### src/hdl/accel_tilt_angles_top_macros.svh
// ------------------------------------------------------------------------
// accel tilt angles assertion macros
// Concurrent check helpers clocked on clk and disabled while rst_n is low.
// ------------------------------------------------------------------------
`ifndef ACCEL_TILT_ANGLES_TOP_MACROS_SVH
`define ACCEL_TILT_ANGLES_TOP_MACROS_SVH

`ifndef NO_ASSERTIONS

// antecedent in this cycle implies consequent in the same cycle
`define ATILT_ASSERT_IMPLY(label, ante, cons) \
    label: assert property (@(posedge clk) disable iff (!rst_n) (ante) |-> (cons)) \
        else $error("tilt angle check failed");

// antecedent implies consequent after the delay given by dly
`define ATILT_ASSERT_AFTER(label, ante, dly, cons) \
    label: assert property (@(posedge clk) disable iff (!rst_n) (ante) |-> ##dly (cons)) \
        else $error("tilt angle timing check failed");

`else

`define ATILT_ASSERT_IMPLY(label, ante, cons)
`define ATILT_ASSERT_AFTER(label, ante, dly, cons)

`endif

`endif

### src/hdl/atilt_pkg.sv
// ------------------------------------------------------------------------
// atilt_pkg
// Shared widths, the arctangent table and the stage-to-stage beat types
// of the accelerometer tilt angle pipeline.
// ------------------------------------------------------------------------
package atilt_pkg;

    // field widths
    localparam int ACC_W       = 16;
    localparam int ANGLE_W     = 15;
    localparam int SQ_W        = 32;
    localparam int FRAC_BITS   = 8;
    localparam int RAD_W       = 48;
    localparam int ROOT_W      = 24;
    localparam int REM_W       = 27;
    localparam int XY_W        = 28;
    localparam int Z_W         = 24;
    localparam int ATAN_W      = 21;
    localparam int TABLE_LEN   = 24;

    // defaults and limits
    localparam int CORDIC_STEPS_DEF = 16;
    localparam int ANGLE_LIMIT      = 9000;
    localparam int ROUND_HALF       = 128;

    // atan(2^-i) in degrees * 100 * 256, rounded
    localparam logic [ATAN_W-1:0] ATAN_Q8 [TABLE_LEN] = '{
        21'd1152000, 21'd680065, 21'd359328, 21'd182400,
        21'd91554,   21'd45822,  21'd22916,  21'd11459,
        21'd5730,    21'd2865,   21'd1432,   21'd716,
        21'd358,     21'd179,    21'd90,     21'd45,
        21'd22,      21'd11,     21'd6,      21'd3,
        21'd1,       21'd1,      21'd0,      21'd0
    };

    // beat sideband carried alongside the square root
    typedef struct packed {
        logic                    valid;
        logic                    zero;
        logic signed [ACC_W-1:0] n;
    } atilt_side_t;

    // beat leaving the cordic
    typedef struct packed {
        logic                  valid;
        logic                  zero;
        logic signed [Z_W-1:0] z;
    } atilt_ang_t;

endpackage

### src/hdl/atilt_cordic.sv
// ------------------------------------------------------------------------
// atilt_cordic
// Pipelined vectoring cordic, one micro-rotation per stage, driving y to
// zero and accumulating the angle in hundredths of a degree (q8).
// ------------------------------------------------------------------------
module atilt_cordic
    import atilt_pkg::*;
#(
    parameter int CORDIC_STEPS = CORDIC_STEPS_DEF
)
(
    input  logic               clk,
    input  logic               rst_n,
    input  atilt_side_t        side_in,
    input  logic [ROOT_W-1:0]  mag,
    output atilt_ang_t         ang_out
);

    localparam int STEPS = (CORDIC_STEPS > TABLE_LEN) ? TABLE_LEN : CORDIC_STEPS;

    logic signed [XY_W-1:0] x_reg [STEPS];
    logic signed [XY_W-1:0] y_reg [STEPS];
    atilt_ang_t             a_reg [STEPS];

    for (genvar i = 0; i < STEPS; i++)
    begin : g_rot
        logic signed [XY_W-1:0] x_in;
        logic signed [XY_W-1:0] y_in;
        atilt_ang_t             a_in;
        logic signed [XY_W-1:0] dx;
        logic signed [XY_W-1:0] dy;
        logic signed [Z_W-1:0]  step_ang;
        logic signed [XY_W-1:0] x_next;
        logic signed [XY_W-1:0] y_next;
        logic signed [Z_W-1:0]  z_next;

        // stage inputs
        if (i == 0)
        begin : g_first
            assign x_in     = {{(XY_W-ROOT_W){1'b0}}, mag};
            assign y_in     = {{(XY_W-ACC_W-FRAC_BITS){side_in.n[ACC_W-1]}},
                               side_in.n, {FRAC_BITS{1'b0}}};
            assign a_in.valid = side_in.valid;
            assign a_in.zero  = side_in.zero;
            assign a_in.z     = '0;
        end
        else
        begin : g_next
            assign x_in = x_reg[i-1];
            assign y_in = y_reg[i-1];
            assign a_in = a_reg[i-1];
        end

        // rotate toward y = 0
        assign dx       = y_in >>> i;
        assign dy       = x_in >>> i;
        assign step_ang = $signed({{(Z_W-ATAN_W){1'b0}}, ATAN_Q8[i]});

        always_comb
        begin
            if (!y_in[XY_W-1])
            begin
                x_next = x_in + dx;
                y_next = y_in - dy;
                z_next = a_in.z + step_ang;
            end
            else
            begin
                x_next = x_in - dx;
                y_next = y_in + dy;
                z_next = a_in.z - step_ang;
            end
        end

        // valid bit, zero flag and angle
        always_ff @(posedge clk or negedge rst_n)
        begin
            if (!rst_n)
            begin
                a_reg[i] <= '0;
            end
            else
            begin
                a_reg[i].valid <= a_in.valid;
                a_reg[i].zero  <= a_in.zero;
                a_reg[i].z     <= z_next;
            end
        end

        // payload
        always_ff @(posedge clk)
        begin
            x_reg[i] <= x_next;
            y_reg[i] <= y_next;
        end
    end

    assign ang_out = a_reg[STEPS-1];

endmodule

### config.mk
export PLATFORM = sky130hd
export DESIGN_NAME = atilt_cordic
export DESIGN_NICKNAME = d
export VERILOG_FILES = /design/src/hdl/accel_tilt_angles_top_macros.svh /design/src/hdl/atilt_pkg.sv /design/src/hdl/atilt_cordic.sv
export SDC_FILE = /design/constraint.sdc
export NUM_CORES = 2
export LEC_CHECK = 0
export ABC_CLOCK_PERIOD_IN_PS = 3720
export BUFFER_PORTS_ARGS = -buffer_cell sky130_fd_sc_hd__buf_2
export CELL_PAD_IN_SITES_DETAIL_PLACEMENT = 2
export CELL_PAD_IN_SITES_GLOBAL_PLACEMENT = 2
export CORE_AREA = 2 2 689 417
export CTS_CLUSTER_DIAMETER = 80
export DETAILED_ROUTE_END_ITERATION = 12
export DIE_AREA = 0 0 691 419
export GPL_TIMING_DRIVEN = 1
export PLACE_DENSITY_LB_ADDON = 0.1
export SETUP_SLACK_MARGIN = 0.4
export SLEW_MARGIN = 20
export SYNTH_ARGS = -nofsm -noshare
export SYNTH_HDL_FRONTEND = slang
export SYNTH_SLANG_ARGS = --single-unit
### constraint.sdc
create_clock -name clk -period 3.72 [get_ports clk]
set_input_delay 0.186 -clock clk [delete_from_list [all_inputs] [get_ports clk]]
set_output_delay 0.186 -clock clk [all_outputs]
set_load 0.05 [all_outputs]
### Word level (Yosys, flattened, before mapping)

Memories as Yosys holds them, arrays and structs flattened.
Index checks and enable logic that the tools add are counted.

* memories: 2
* memory bits (read-only): 0
* word-level logic and storage cells: 191
* flip-flop bits (word level): 416
* RAM bits: 896
* bits in latches: 0

* div/mod/pow operators: 0
* shift operators: 0
* order comparisons: 0
* add/subtract/negate cells: 93
* $mul: 0
* muxes and demuxes: 48
* equality and inequality tests: 0
* reductions and logical operators: 0
* bitwise operators: 0

Memory list
* x_reg: depth 16, bits a word 28, read ports 15, clocked after Yosys merged registers in 0, write ports 16, RTL line atilt_cordic.sv:21 `logic signed [XY_W-1:0] x_reg [STEPS];`
* y_reg: depth 16, bits a word 28, read ports 15, clocked after Yosys merged registers in 0, write ports 16, RTL line atilt_cordic.sv:22 `logic signed [XY_W-1:0] y_reg [STEPS];`

Operator list (number)
* $mux W28: 32
* $mux W24: 16
* $add A28 B13 Y28: 2
* $add A28 B14 Y28: 2
* $add A28 B15 Y28: 2
* $add A28 B16 Y28: 2
* $add A28 B17 Y28: 2
* $add A28 B18 Y28: 2
* $add A28 B19 Y28: 2
* $add A28 B20 Y28: 2
* $add A28 B21 Y28: 2
* $add A28 B22 Y28: 2
* $add A28 B23 Y28: 2
* $add A28 B24 Y28: 2
* $add A28 B25 Y28: 2
* $add A28 B26 Y28: 2
* $add A28 B27 Y28: 2
* $sub A28 B13 Y28: 2
* $sub A28 B14 Y28: 2
* $sub A28 B15 Y28: 2
* $sub A28 B16 Y28: 2
* $sub A28 B17 Y28: 2
* $sub A28 B18 Y28: 2
* $sub A28 B19 Y28: 2
* 41 further kinds: 49

### Logic depth before layout (Yosys ltp)

An unclocked memory read counts as a cell.

* depth after elaboration: 3
* mapped depth: 20

### Least setup slack after synthesis

No wires, ideal clock.

* path kind: register to register
* from: memory y_reg[1][27], in the netlist y_reg[0][55]
* to: memory y_reg[2][26], in the netlist y_reg[0][82]
* arrival: 3.855 ns
* cell stages (with the launch flop): 14
* buffers on the path: 2
* required time: 3.600 ns
* path slack: -0.255 ns
* clock period less this slack: 3.975 ns
* cell sequence: dfxtp_1 > clkbuf_1 > clkbuf_1 > mux2_2 > fa_1 > a211o_1 > a2111oi_2 > nor3_1 > o21ai_1 > a21oi_1 > a211o_1 > a31o_2 > a311o_1 > xor2_1

RTL lines (RTL line)
* start: declaration: atilt_cordic.sv:22

==> metrics.csv <==
stage,metric,value,unit
die,Core ar.,284000,um2
drt,drt wl/cell,25.0,um
job,maxcap violations,0,
worst_setup_path,crit start category,flop,
global_routing,met3 usage,0.0440,
global_routing,grt ovf,0,
sta,RSZ-0062 raised after global routing,true,
sta,fmax,245,MHz
clocking,Clock transition at path regs,70,ps
die,die width,691,um
logic_synthesis,Post-synth EDFFs,0,
clocking,total clock sinks,1145,
worst_setup_path,maximum fanout along the worst path,4,
global_routing,busiest metal layer after global routing,met1,
logic_synthesis,Synth cell types,105,
die,DIE HEIGHT,419,um
die,die area,290000,um2
drt,vias,87800,
sta,setup TNS,-13300,ps
clocking,H-tree Lvls,4,
worst_setup_path,Critical Path RT,4440,ps
logic_synthesis,ys async rst share,0.331,
place,Placed Cells,15400,
sta,setup ws final,-362,ps
logic_synthesis,Synth warnings,0,
global_routing,met2 usage,0.364,
logic_synthesis,"Top FF cell, synth",dfxtp_1,
place,DP HPWL,308,mm
worst_setup_path,Crit Path Class,flop to flop,
drt,routed vias/inst,5.37,
final_layout,"Cell Count, Final, Fillers Out",16400,
min_path,hold path cells,5,
die,initial core utilization,0.308,
place,I/O Buffers,69,
global_routing,first-pass GRT wire length,591,mm
logic_synthesis,Synth top area share,0.175,
worst_setup_path,CP Capture Type,flop,
logic_synthesis,Yosys reg bits,1145,
logic_synthesis,"Seq/Total Area, Yosys",0.284,
min_path,Hold Path Class,primary input to flop,
die,num rows,152,
clocking,clock buffer depth,4,
logic_synthesis,syn nets,11400,
clocking,Clock Root Buffer,clkbuf_16,
final_layout,"Net count, final",13700,
logic_synthesis,Synth area leaders,"dfxtp_1 18%, ha_1 16%, dfrtp_1 11%",
clocking,CTS Buf Count,147,
global_routing,initial antenna violation count,31,
sta,Tightest Pin Transition,821,ps
drt,final wirelength,408,mm
run_status,status,finished with violations,
drt,Residual DRC,0,
worst_setup_path,"Arr. time, crit path",4800,ps
global_routing,vias in the first global route,93000,
place,placed instance area,105000,um2
drt,Initial DRT Pass Iterations,5,
sta,Tcrit/Tclk final,1.10,
logic_synthesis,Post-Syn Instances,10100,
logic_synthesis,largest area contributor in the netlist,dfxtp_1,
sta,Fin Hold WS,68.5,ps
final_layout,post-route cell area,126000,um2
sta,Slew headroom,0.452,
sta,Final setup viols,102,
run_status,failing checks,negative setup slack,
final_layout,share of post-route cells with drive strength above 1,0.334,
global_routing,met1 usage,0.419,
sta,Layout Skew,81.0,ps
clocking,clock latency on the worst-skew pair,870,ps
sta,"Slew Viols, Final",0,
final_layout,Syn-to-layout area delta,43.6,%
worst_setup_path,Worst R2R Path Depth,16,
logic_synthesis,Avg Inst Size Synth,8.62,um2
global_routing,pin count of the biggest net entering global routing,105,
clocking,TritonCTS clock tree,yes,
logic_synthesis,Mapped Area,87500,um2
die,I/O pins,70,
sta,min Tclk post-route,4080,ps
final_layout,max reg flops,390,
global_routing,gr usage total,0.261,
sta,Final Hold Vio Count,0,
drt,Routed Antenna Nets,0,
drt,Initial DRC Count,5496,
place,RD Place Congestion,0.901,
## layout by cell type (no fill, tap or decap), types with 68 or more instances in the layout
master,Yosys,routed
nand4_1,76,76
nor2_2,0,78
o21ai_2,0,71
buf_4,26,1924
nand3_1,170,143
xor2_1,479,447
a21oi_1,1085,789
and3_1,103,84
ha_1,1144,1004
dfxtp_1,766,674
o21a_1,155,154
xnor2_1,907,815
nand2_1,490,414
nor3_1,305,240
nor2b_1,144,127
o21bai_1,122,112
clkbuf_16,0,154
a21oi_2,1,239
a21o_1,369,365
buf_6,1,271
buf_2,1,68
o21ai_1,44,72
ha_4,0,79
inv_1,456,423
a31oi_1,99,68
dfxtp_2,0,68
o21ai_0,412,293
nor2_1,946,823
nand2b_1,163,154
dfrtp_1,379,379
xnor2_2,0,83
## synthesized netlist by cell type, types with 58 or more instances
master    instances
nand2_1         490
and2_1           58
ha_1           1144
xnor2_1         907
nand4_1          76
clkbuf_1        153
xor2_1          479
nor4_1           78
nand2b_1        163
a211oi_1        108
o21a_1          155
o21ai_0         412
nor3_1          305
nor2_1          946
nor2b_1         144
a21oi_1        1085
dfxtp_1         766
o211ai_1         59
inv_1           456
and3_1          103
or3_1            83
dfrtp_1         379
a31oi_1          99
o21bai_1        122
a21o_1          369
nand3_1         170
o31ai_1          59
## kinds of logic after synthesis
family / after synthesis / share of synthesized area
compound gates: 2910 / 0.212
xor+xnor: 1387 / 0.139
fa+ha+maj: 1188 / 0.174
buf+inv: 656 / 0.0293
flops: 1145 / 0.284
mux: 58 / 0.00706
other cells: 1 / 0.0000428
simple gates: 2803 / 0.156
## through the flow
stage	setup WS, ps	utilization
after floorplan	2.37	-
after global placement	-671	0.371
after detailed placement	-795	0.371
after CTS	-313	0.419
after global routing	-468	0.443
final	-362	0.443
## per-layer routing
metal	up-vias	part of all wire
met1	44900	0.53
met3	327	0.055
li1	41000	-
met5	-	0.000032
met4	2	0.013
met2	1583	0.40
## final cells by class
class                   instances  area, um2
clock inverters                61        618
inverters                     460       1760
diodes                          7       17.5
clock buffers                 191       4180
well taps                    3773       4720
repair buffers               2366      19200
fillers                     30100     158000
flip-flops and latches       1145      25000
multi-input cells            8347      70100
## worst max-delay path, cell delays in order, from the launching register on
cell       delay [ps]
dfxtp_2           340
or4_4             600
nor4_4            340
nor2_1            120
xnor2_1           160
buf_4             160
ha_4              310
nand4_1           160
a211oi_2          320
buf_4             190
o211ai_1          100
buf_4             190
a2111oi_4         340
a211oi_2           80
buf_4             170
o211ai_1          180
xor2_1            180
## worst paths after layout
| path | from | endpoint | slack (ps) |
|---|---|---|---|
| worst max register to register | x_reg[0][182]$_DFF_P_ | y_reg[0][222]$_DFF_P_ | -360 |
| max in group asynchronous | rst_n | a_reg[49]$_DFF_PN0_ | 2450 |
| worst min-delay path | side_in[6] | x_reg[0][15]$_DFF_P_ | 70 |
| worst min register to register | a_reg[181]$_DFF_PN0_ | a_reg[155]$_DFF_PN0_ | 340 |
| worst max-delay path | x_reg[0][182]$_DFF_P_ | y_reg[0][222]$_DFF_P_ | -360 |
| min in group asynchronous | rst_n | a_reg[333]$_DFF_PN0_ | 390 |
## timing repair
action | 4_1_cts | 5_1_grt
gates cloned | 0 | 1
hold buffers | 64 | 0
buffers inserted | 337 | 268
pin swaps | 741 | 757
resized for setup | 1228 | 964
setup endpoints to repair | 422 | 477
endpoints found under the hold margin | 198 | 0
Power is left out: the tool's default activity adds up to more than one toggle a clock period on the data nets, which glitch-free logic cannot reach.
